--- src/rtl/lkvc_pkg.sv ---
// ----------------------------------------------------------------------------
// lkvc_pkg
// Shared types and constants of the LRU key/value cache.
// ----------------------------------------------------------------------------
`default_nettype none

package lkvc_pkg;

  // data path widths
  localparam int unsigned DataW = 32;
  localparam int unsigned CfgW  = 5;

  // default number of table entries
  localparam int unsigned EntriesDflt = 16;

  // capacity register after reset
  localparam logic [CfgW-1:0] CapResetVal = 5'd16;

  // result value of a lookup that misses
  localparam logic [DataW-1:0] MissValue = '1;

  // request kinds
  localparam logic ReqGet = 1'b0;
  localparam logic ReqPut = 1'b1;

  // decisions made by the lookup logic for one request
  typedef struct packed {
    logic hit;        // key present before the request
    logic write_kv;   // selected entry takes key and value
    logic age_all;    // every valid entry ages by one (fill of a free slot)
    logic age_below;  // entries more recent than the touched rank age by one
    logic occ_inc;    // a free slot gets filled
  } ctl_t;

  // command broadcast to every entry
  typedef struct packed {
    logic             fire;
    logic             write_kv;
    logic             age_all;
    logic             age_below;
    logic [DataW-1:0] key;
    logic [DataW-1:0] value;
  } cmd_t;

endpackage

`default_nettype wire

--- src/rtl/lru_key_value_cache_unit.sv ---
// ----------------------------------------------------------------------------
// lru_key_value_cache_unit
// Fully associative key/value cache with least-recently-used replacement.
// ----------------------------------------------------------------------------
// The cache takes one get or put request per clock cycle as long as the
// result side takes its transactions, and returns one result per request,
// in order. A request sits in the input register, where all entries compare
// its key in parallel and update their recency ranks, and its result is then
// captured in the result register and offered from there. The rate is set by
// the tag compare and rank update across all ENTRIES entries. The capacity
// register limits how many entries are filled before eviction starts; the
// user must see that it is written only while no request is in flight, as
// the block itself does not enforce this.
`default_nettype none

module lru_key_value_cache_unit #(
  parameter int unsigned ENTRIES = lkvc_pkg::EntriesDflt
) (
  input  wire                          clk_i,
  input  wire                          rst_ni,
  // configuration
  input  wire                          cfg_wr_en_i,
  input  wire  [lkvc_pkg::CfgW-1:0]    cfg_wr_data_i,   // capacity
  // request stream
  input  wire                          s_axis_tvalid,
  output logic                         s_axis_tready,
  input  wire  [2*lkvc_pkg::DataW-1:0] s_axis_tdata,    // key, new_value
  input  wire                          s_axis_tuser,    // req_type
  // result stream
  output logic                         m_axis_tvalid,
  input  wire                          m_axis_tready,
  output logic [lkvc_pkg::DataW-1:0]   m_axis_tdata,    // value
  output logic                         m_axis_tuser     // hit
);

  localparam int unsigned RANK_W = (ENTRIES > 1) ? $clog2(ENTRIES) : 1;
  localparam int unsigned OCC_W  = $clog2(ENTRIES + 1);
  localparam int unsigned DW     = lkvc_pkg::DataW;

  logic                   in_valid_q, in_valid_d;
  logic                   req_type_q;
  logic [DW-1:0]          key_q;
  logic [DW-1:0]          new_value_q;
  logic                   out_valid_q, out_valid_d;
  logic                   hit_q;
  logic [DW-1:0]          value_q;
  logic [OCC_W-1:0]       occ_q, occ_d;
  logic [lkvc_pkg::CfgW-1:0] cap_q;

  logic                   s_accept;
  logic                   fire;
  lkvc_pkg::ctl_t         ctl;
  lkvc_pkg::cmd_t         cmd;
  logic [ENTRIES-1:0]     sel;
  logic [RANK_W-1:0]      touch_rank;
  logic [DW-1:0]          result;
  logic [ENTRIES-1:0]     match;
  logic [ENTRIES-1:0]     valid;
  logic [ENTRIES-1:0][RANK_W-1:0] rank;
  logic [ENTRIES-1:0][DW-1:0]     value;

  // handshake
  assign fire          = in_valid_q && (!out_valid_q || m_axis_tready);
  assign s_axis_tready = !in_valid_q || fire;
  assign s_accept      = s_axis_tvalid && s_axis_tready;

  // input register
  always_comb begin
    in_valid_d = in_valid_q;
    if (s_accept) begin
      in_valid_d = 1'b1;
    end else if (fire) begin
      in_valid_d = 1'b0;
    end
  end

  always_ff @(posedge clk_i or negedge rst_ni) begin
    if (!rst_ni) begin
      in_valid_q <= 1'b0;
    end else begin
      in_valid_q <= in_valid_d;
    end
  end

  always_ff @(posedge clk_i) begin
    if (s_accept) begin
      req_type_q  <= s_axis_tuser;
      key_q       <= s_axis_tdata[DW-1:0];
      new_value_q <= s_axis_tdata[2*DW-1:DW];
    end
  end

  // capacity register and occupancy count
  assign occ_d = (fire && ctl.occ_inc) ? occ_q + OCC_W'(1) : occ_q;

  always_ff @(posedge clk_i or negedge rst_ni) begin
    if (!rst_ni) begin
      cap_q <= lkvc_pkg::CapResetVal;
      occ_q <= '0;
    end else begin
      if (cfg_wr_en_i) begin
        cap_q <= cfg_wr_data_i;
      end
      occ_q <= occ_d;
    end
  end

  // entry table
  assign cmd.fire      = fire;
  assign cmd.write_kv  = ctl.write_kv;
  assign cmd.age_all   = ctl.age_all;
  assign cmd.age_below = ctl.age_below;
  assign cmd.key       = key_q;
  assign cmd.value     = new_value_q;

  for (genvar g = 0; g < ENTRIES; g++) begin : g_entry
    lkvc_entry #(
      .RANK_W (RANK_W)
    ) u_entry (
      .clk_i        (clk_i),
      .rst_ni       (rst_ni),
      .cmd_i        (cmd),
      .sel_i        (sel[g]),
      .touch_rank_i (touch_rank),
      .match_o      (match[g]),
      .valid_o      (valid[g]),
      .rank_o       (rank[g]),
      .value_o      (value[g])
    );
  end

  // lookup and replacement decision
  lkvc_select #(
    .ENTRIES (ENTRIES),
    .RANK_W  (RANK_W),
    .OCC_W   (OCC_W)
  ) u_select (
    .req_type_i   (req_type_q),
    .new_value_i  (new_value_q),
    .capacity_i   (cap_q),
    .occ_i        (occ_q),
    .match_i      (match),
    .valid_i      (valid),
    .rank_i       (rank),
    .value_i      (value),
    .ctl_o        (ctl),
    .sel_o        (sel),
    .touch_rank_o (touch_rank),
    .result_o     (result)
  );

  // result register
  always_comb begin
    out_valid_d = out_valid_q;
    if (fire) begin
      out_valid_d = 1'b1;
    end else if (m_axis_tready) begin
      out_valid_d = 1'b0;
    end
  end

  always_ff @(posedge clk_i or negedge rst_ni) begin
    if (!rst_ni) begin
      out_valid_q <= 1'b0;
    end else begin
      out_valid_q <= out_valid_d;
    end
  end

  always_ff @(posedge clk_i) begin
    if (fire) begin
      hit_q   <= ctl.hit;
      value_q <= result;
    end
  end

  assign m_axis_tvalid = out_valid_q;
  assign m_axis_tdata  = value_q;
  assign m_axis_tuser  = hit_q;

endmodule

`default_nettype wire

--- src/rtl/lkvc_entry.sv ---
// ----------------------------------------------------------------------------
// lkvc_entry
// One cache entry: key, value, valid bit and recency rank with its own
// key compare and rank update.
// ----------------------------------------------------------------------------
`default_nettype none

module lkvc_entry #(
  parameter int unsigned RANK_W = 4
) (
  input  wire                               clk_i,
  input  wire                               rst_ni,
  input  lkvc_pkg::cmd_t                    cmd_i,
  input  wire                               sel_i,
  input  wire  [RANK_W-1:0]                 touch_rank_i,
  output logic                              match_o,
  output logic                              valid_o,
  output logic [RANK_W-1:0]                 rank_o,
  output logic [lkvc_pkg::DataW-1:0]        value_o
);

  logic                       valid_q, valid_d;
  logic [RANK_W-1:0]          rank_q, rank_d;
  logic [lkvc_pkg::DataW-1:0] key_q;
  logic [lkvc_pkg::DataW-1:0] value_q;

  // tag compare
  assign match_o = valid_q && (key_q == cmd_i.key);
  assign valid_o = valid_q;
  assign rank_o  = rank_q;
  assign value_o = value_q;

  // valid and recency update
  always_comb begin
    valid_d = valid_q;
    rank_d  = rank_q;
    if (cmd_i.fire) begin
      if (sel_i) begin
        valid_d = 1'b1;
        rank_d  = '0;
      end else if (valid_q &&
                   (cmd_i.age_all || (cmd_i.age_below && (rank_q < touch_rank_i)))) begin
        rank_d = rank_q + RANK_W'(1);
      end
    end
  end

  always_ff @(posedge clk_i or negedge rst_ni) begin
    if (!rst_ni) begin
      valid_q <= 1'b0;
      rank_q  <= '0;
    end else begin
      valid_q <= valid_d;
      rank_q  <= rank_d;
    end
  end

  // key and value storage
  always_ff @(posedge clk_i) begin
    if (cmd_i.fire && sel_i && cmd_i.write_kv) begin
      key_q   <= cmd_i.key;
      value_q <= cmd_i.value;
    end
  end

endmodule

`default_nettype wire

--- src/rtl/lkvc_select.sv ---
// ----------------------------------------------------------------------------
// lkvc_select
// Lookup and replacement decision: hit detection, value read, free slot
// and least recent victim choice, result value.
// ----------------------------------------------------------------------------
`default_nettype none

module lkvc_select #(
  parameter int unsigned ENTRIES = 16,
  parameter int unsigned RANK_W  = 4,
  parameter int unsigned OCC_W   = 5
) (
  input  wire                                    req_type_i,
  input  wire  [lkvc_pkg::DataW-1:0]             new_value_i,
  input  wire  [lkvc_pkg::CfgW-1:0]              capacity_i,
  input  wire  [OCC_W-1:0]                       occ_i,
  input  wire  [ENTRIES-1:0]                     match_i,
  input  wire  [ENTRIES-1:0]                     valid_i,
  input  wire  [ENTRIES-1:0][RANK_W-1:0]         rank_i,
  input  wire  [ENTRIES-1:0][lkvc_pkg::DataW-1:0] value_i,
  output lkvc_pkg::ctl_t                         ctl_o,
  output logic [ENTRIES-1:0]                     sel_o,
  output logic [RANK_W-1:0]                      touch_rank_o,
  output logic [lkvc_pkg::DataW-1:0]             result_o
);

  localparam int unsigned CMP_W = (OCC_W > lkvc_pkg::CfgW) ? OCC_W : lkvc_pkg::CfgW;

  logic                       hit;
  logic                       is_put;
  logic                       fill;
  logic                       evict;
  logic                       any_free;
  logic [RANK_W-1:0]          hit_rank;
  logic [RANK_W-1:0]          lru_rank;
  logic [lkvc_pkg::DataW-1:0] hit_value;
  logic [ENTRIES-1:0]         free_vec;
  logic [ENTRIES-1:0]         free_oh;
  logic [ENTRIES-1:0]         victim_oh;
  logic [CMP_W-1:0]           cap_ext;
  logic [CMP_W-1:0]           cap_eff;

  assign is_put = (req_type_i == lkvc_pkg::ReqPut);
  assign hit    = |match_i;

  // read rank and value of the matching entry (keys are unique)
  always_comb begin
    hit_rank  = '0;
    hit_value = '0;
    for (int i = 0; i < ENTRIES; i++) begin
      if (match_i[i]) begin
        hit_rank  = hit_rank | rank_i[i];
        hit_value = hit_value | value_i[i];
      end
    end
  end

  // valid ranks are 0 .. occ-1, so the least recent entry holds occ-1
  assign lru_rank = RANK_W'(occ_i - OCC_W'(1));

  always_comb begin
    for (int i = 0; i < ENTRIES; i++) begin
      victim_oh[i] = valid_i[i] && (rank_i[i] == lru_rank);
    end
  end

  // lowest free slot
  assign free_vec = ~valid_i;
  assign free_oh  = free_vec & (~free_vec + ENTRIES'(1));
  assign any_free = |free_vec;

  // capacity clamped to 1 .. ENTRIES
  assign cap_ext = CMP_W'(capacity_i);
  always_comb begin
    if (cap_ext == '0) begin
      cap_eff = CMP_W'(1);
    end else if (cap_ext > CMP_W'(ENTRIES)) begin
      cap_eff = CMP_W'(ENTRIES);
    end else begin
      cap_eff = cap_ext;
    end
  end

  // replacement decision
  assign fill  = is_put && !hit && (CMP_W'(occ_i) < cap_eff) && any_free;
  assign evict = is_put && !hit && !fill;

  always_comb begin
    if (hit) begin
      sel_o = match_i;
    end else if (fill) begin
      sel_o = free_oh;
    end else if (evict) begin
      sel_o = victim_oh;
    end else begin
      sel_o = '0;
    end
  end

  assign touch_rank_o    = hit ? hit_rank : lru_rank;
  assign ctl_o.hit       = hit;
  assign ctl_o.write_kv  = is_put;
  assign ctl_o.age_all   = fill;
  assign ctl_o.age_below = hit || evict;
  assign ctl_o.occ_inc   = fill;

  // result value
  always_comb begin
    if (is_put) begin
      result_o = new_value_i;
    end else if (hit) begin
      result_o = hit_value;
    end else begin
      result_o = lkvc_pkg::MissValue;
    end
  end

endmodule

`default_nettype wire

--- config.mk ---
export PLATFORM = sky130hd
export DESIGN_NAME = lru_key_value_cache_unit
export DESIGN_NICKNAME = d
export VERILOG_FILES = /design/src/rtl/lkvc_pkg.sv /design/src/rtl/lru_key_value_cache_unit.sv /design/src/rtl/lkvc_entry.sv /design/src/rtl/lkvc_select.sv
export SDC_FILE = /design/constraint.sdc
export NUM_CORES = 2
export LEC_CHECK = 0
export BUFFER_PORTS_ARGS = -buffer_cell sky130_fd_sc_hd__buf_2
export CELL_PAD_IN_SITES_DETAIL_PLACEMENT = 0
export CELL_PAD_IN_SITES_GLOBAL_PLACEMENT = 1
export CORE_UTILIZATION = 45
export DETAILED_ROUTE_END_ITERATION = 6
export PLACE_DENSITY = 0.72
export REMOVE_ABC_BUFFERS = 1
export SLEW_MARGIN = 20
export SYNTH_ARGS = -nofsm -noshare
export SYNTH_HDL_FRONTEND = slang
export SYNTH_SLANG_ARGS = --single-unit
--- constraint.sdc ---
create_clock -name clk_i -period 9.65 [get_ports clk_i]
set_input_delay 1.93 -clock clk_i [delete_from_list [all_inputs] [get_ports clk_i]]
set_output_delay 1.93 -clock clk_i [all_outputs]
set_load 0.005 [all_outputs]
==> results.md <==
Clocking:
- The later pin in the worst-skew pair is clocked with a latency of 0.74 ns.
- The largest buffer count on any clock path is 3.
- The root cell of the clock tree is sky130_fd_sc_hd__clkbuf_16.
- The clock net in this run drives a total of 1214 sinks.
- The number of buffers created by CTS is 120.
- The TritonCTS clock tree is yes.
- The maximum level of the CTS H-tree is 3.
- After clock tree synthesis, the clock-pin slew on the worst setup and hold paths is 0.06 ns.
- The hold buffer count at cts is 0.
- Buffers added to address setup during post-CTS repair amount to 0.
- Gates resized during post-CTS repair numbered 0.

Power:
- For this design the total switching power over the nets is 3.65 mW.
- The internal power of the cells totals 9.38 mW.
- Combinational logic is responsible for 16.0% of the overall power.
- The switching share of total power is ~28%.
- The static power due to leakage is 19.7 nW.
- The total power consumption of the routed design is 13.0 mW.
- In this run, flip-flops and latches consume between 40 and 50% of the power.
- The share of total power dissipated in the clock network is 35.6%.
- The worst-case IR drop observed on VDD is 0.163 mV.
- Power spread over the standard cell area amounts to 221 nW/um^2.

Global route:
- Global routing used 3.54% of the available met3 tracks.
- The layer flagged by global routing as most heavily used is met2.
- After global routing the overflow that remains totals 0.
- For met2 alone, demand over resource in global routing was between 40% and 50%.
- Global routing consumed, on the met1 layer, 36.2% of the routing resources.
- The number of antenna violations at the first check in global routing came to 2.
- In the global route stage, overall resource usage came out at 25.7%.
- The first global-routing pass estimated 219 mm of wire.
- The number of global-route vias before repair is 31300.
- Entering global routing, the biggest net connects 65 pins.

STA:
- The worst hold margin is between 0.4 and 0.5 ns.
- The slew at the pin closest to its max-slew limit is 1.14 ns.
- Setup violations remaining at the end of the flow were counted as 0.
- Headroom to the max-slew limit came out at 24.1%.
- After layout, the worst setup slack is 3.09 ns.
- Of the available clock period, the critical path in the final layout requires 68.0%.
- The number of failing hold endpoints at the final stage was 0.
- The final max-slew violation count is 0.
- Setup repair after global routing left no endpoint under its margin.
- The sum of negative setup slack is 0 ns.
- The largest clock skew in the final design is 0.0324 ns.
- The achievable frequency is 152 MHz.
- Counting I/O delays and the setup requirement, the final critical path takes 6.56 ns.

Min path:
- The worst hold path terminates at occ_q[4]$_DFFE_PN0P_.
- The type of the worst min-delay path is flip-flop to flip-flop.
- The startpoint identified for the worst hold timing path is occ_q[4]$_DFFE_PN0P_.
- The depth of the worst hold-timing path is 1.

Yosys:
- Yosys instantiated no cell more often than sky130_fd_sc_hd__edfxtp_1.
- Summing the sequential cell areas from Yosys gives about two thirds of the chip area.
- The synthesized design contains 1214 register bits.
- The library cell occupying the most area in the post-synthesis netlist is sky130_fd_sc_hd__edfxtp_1.
- After synthesis, the cell types taking the most area are sky130_fd_sc_hd__edfxtp_1 64%, sky130_fd_sc_hd__xnor2_1 5.4%, sky130_fd_sc_hd__dfrtp_1 4.3%.
- The commonest cells after synthesis are 1122 x sky130_fd_sc_hd__edfxtp_1, 322 x sky130_fd_sc_hd__xnor2_1, 257 x sky130_fd_sc_hd__xor2_1.
- The fraction of registers with async set or reset after synthesis is 7.58%.
- The synthesized design contains 1122 enable-type register cells.
- Of the post-synthesis cell area, the dominant cell type holds 64.1%.
- For this run, the leading register cell type out of synthesis is sky130_fd_sc_hd__edfxtp_1.
- During synthesis, Yosys emitted a total of 0 warnings.
- Synthesis handed over a netlist of about 3500 instances.
- The average instance in the mapped netlist occupies approximately 15 sq um.
- After synthesis the cells add up to 52600 sq um.
- The count of different cell masters after synthesis is 76.

Cells and area:
- Fill cells in the final layout number 9734.
- The multi-input combinational cells in the finished layout cover a total of 15600 sq um.
- The net count reported at finish is 3831.
- The total area of sequential cells is 36000 sq um.
- Cells with a size suffix above 1 make up 13.0% of the layout.
- The area growth from synthesis to layout is 12.3%.
- The post-layout instance area is ~59000 sq um.
- For this run, the number of standard cells in the final layout without fillers is 5315.
- Measured on the finished design, the core utilization comes to around half.

Setup path:
- The nature of the critical path startpoint is a flip-flop.
- Traced cell by cell, the critical path runs through buf_4, xnor2_1, nand4_1, or4_1, nor4_4, buf_4, nor4_1, and4_2, or3_1, o21ai_1, buf_4, ha_1, and3_1, a221oi_1, inv_1, a211oi_1, a22oi_1, or3_1, a21oi_1.
- The worst path arrival time is 7.22 ns.
- The biggest fanout along the worst timing path is 36.
- On the critical path the largest part of the delay comes from simple AND/OR/NAND/NOR gates.
- The path depth of the worst reg2reg path is 19.
- The total stage count of the critical path is 19.
- The setup check on the worst reg-to-reg path leaves a slack of between 3 and 4 ns.
- The startpoint identified for the worst register-to-register timing path is key_q[2]$_DFFE_PP_.
- The endpoint identified for the worst register-to-register timing path is g_entry[7].u_entry.rank_o[3]$_DFFE_PN0P_.
- The count of buffer and inverter cells on the critical path is 4.
- The critical path is of the flip-flop to flip-flop type.
- The largest single stage delay on the critical path is 0.65 ns.
- Among all stages on the critical path, the largest delay is contributed by sky130_fd_sc_hd__edfxtp_1.
- The endpoint type of the worst setup path is a flip-flop.
- At the worst endpoint, the required time is 10.31 ns.
- The cell that appears most often on the critical path is sky130_fd_sc_hd__buf_4.

Drt:
- The routed via count is roughly 33000.
- The wire length after detailed routing is 152 mm.
- The number of nets with antenna violations after routing is 0.
- The first-iteration detailed-routing DRC count is 3521.
- The first TritonRoute pass finished after 7 iterations.
- After detailed routing, the average wire length per cell comes to ~29 um.
- Dividing the detail-routed via count by the number of cells gives 6.12.
- The DRC violation count after routing is 5.

Flow run:
- Max-cap violations in this run came to 0.

Die:
- The y dimension of the die is between 300 and 400 um.
- In this run the core area contains 125 standard-cell rows.
- The overall die area is 118000 sq um.
- The starting density of the core is between 40% and 50%.
- For this design the top-level I/O count stands at 110.
- The core region is ~120000 sq um.
- The horizontal extent of the die is 344 um.

Placement:
- Routability-driven placement finished with a final weighted congestion of 0.908.
- After detailed placement, the design holds a cell count of between 5000 and 6000.
- After legalization and detailed placement, the total HPWL measured 88.0 mm.
- Once placement finished, the instance area stood at 55100 sq um.
- In this run the tool buffered the top-level ports with 109 buffer cells.
- At the placement stage, the worst setup path has a slack of 3.25 ns.

Status:
- The flow ran to the end, but the final reports show violations.
- The checks that failed: DRC.
[logic make-up (layout without fill, tap and decap cells)]
group	count (synthesis)	after routing	share of synthesized area, %
AO/OA/AOI/OAI	521	521	7.39
other	0	2	0
buffers and inverters	235	507	2.21
flip-flops	1214	1214	68.5
XOR/XNOR	580	580	9.68
multiplexers	44	44	0.888
adder cells (fa/ha/maj)	70	70	1.67
AND/OR/NAND/NOR	853	853	9.66
[cell type report]
type                            count  area share (%)
Sequential cell                  1214            61.0
Multi-Input combinational cell   2068            26.4
Clock buffer                      153            5.30
Tap cell                         1524            3.23
Timing Repair Buffer              218            2.34
Clock inverter                     72            1.27
Inverter                           64           0.407
Antenna cell                        2         0.00848
[sequential cells by signal (all words and copies together), names as in the netlist, 5 cells and up]
name and flops:
g_entry.u_entry.rank_o 64, g_entry.u_entry.key_q 512, g_entry.u_entry.valid_o 16, new_value_q 32
m_axis_tdata 32, cap_q 5, g_entry.u_entry.value_o 512, occ_q 5
key_q 32
[cell usage in the layout (no fill, tap or decap), types with 95 or more instances in the layout]
cell | netlist | final
sky130_fd_sc_hd__a22o_1 | 95 | 95
sky130_fd_sc_hd__edfxtp_1 | 1122 | 1122
sky130_fd_sc_hd__buf_2 | 19 | 108
sky130_fd_sc_hd__nand3_1 | 137 | 137
sky130_fd_sc_hd__a22oi_1 | 126 | 126
sky130_fd_sc_hd__buf_4 | 44 | 109
sky130_fd_sc_hd__nand4_1 | 155 | 155
sky130_fd_sc_hd__xor2_1 | 257 | 256
sky130_fd_sc_hd__xnor2_1 | 322 | 321
sky130_fd_sc_hd__clkbuf_16 | 0 | 120
sky130_fd_sc_hd__nor4_1 | 128 | 126
[power by group through the flow]
stage / clock network (mW) / logic [mW] / registers (mW)
detailed placement: 0 / 2.05 / 6.41
CTS: 4.69 / 2.06 / 6.30
global route: 4.88 / 2.26 / 6.33
finish: 4.63 / 2.09 / 6.31
global placement: 0 / 2.03 / 6.41
floorplan: 0 / 1.30 / 6.38
[metal layers]
metal | up-vias | routed length [um]
met1 | 16600 | 64600
met2 | 1529 | 71800
met5 | - | 26
li1 | 14100 | -
met4 | 4 | 4240
met3 | 250 | 11800
[worst max-delay path by stage]
stage,endpoint,slack [ns],startpoint
floorplan,g_entry[0].u_entry.key_q[0]$_DFFE_PP_,-0.42,key_q[25]$_DFFE_PP_
global placement,g_entry[7].u_entry.rank_o[3]$_DFFE_PN0P_,3.32,key_q[2]$_DFFE_PP_
detailed placement,g_entry[7].u_entry.rank_o[3]$_DFFE_PN0P_,3.25,key_q[2]$_DFFE_PP_
CTS,g_entry[7].u_entry.rank_o[3]$_DFFE_PN0P_,3.20,key_q[18]$_DFFE_PP_
global route,g_entry[7].u_entry.rank_o[3]$_DFFE_PN0P_,2.78,key_q[0]$_DFFE_PP_
finish,g_entry[7].u_entry.rank_o[3]$_DFFE_PN0P_,3.09,key_q[2]$_DFFE_PP_
(Power assumes the default switching activity.)
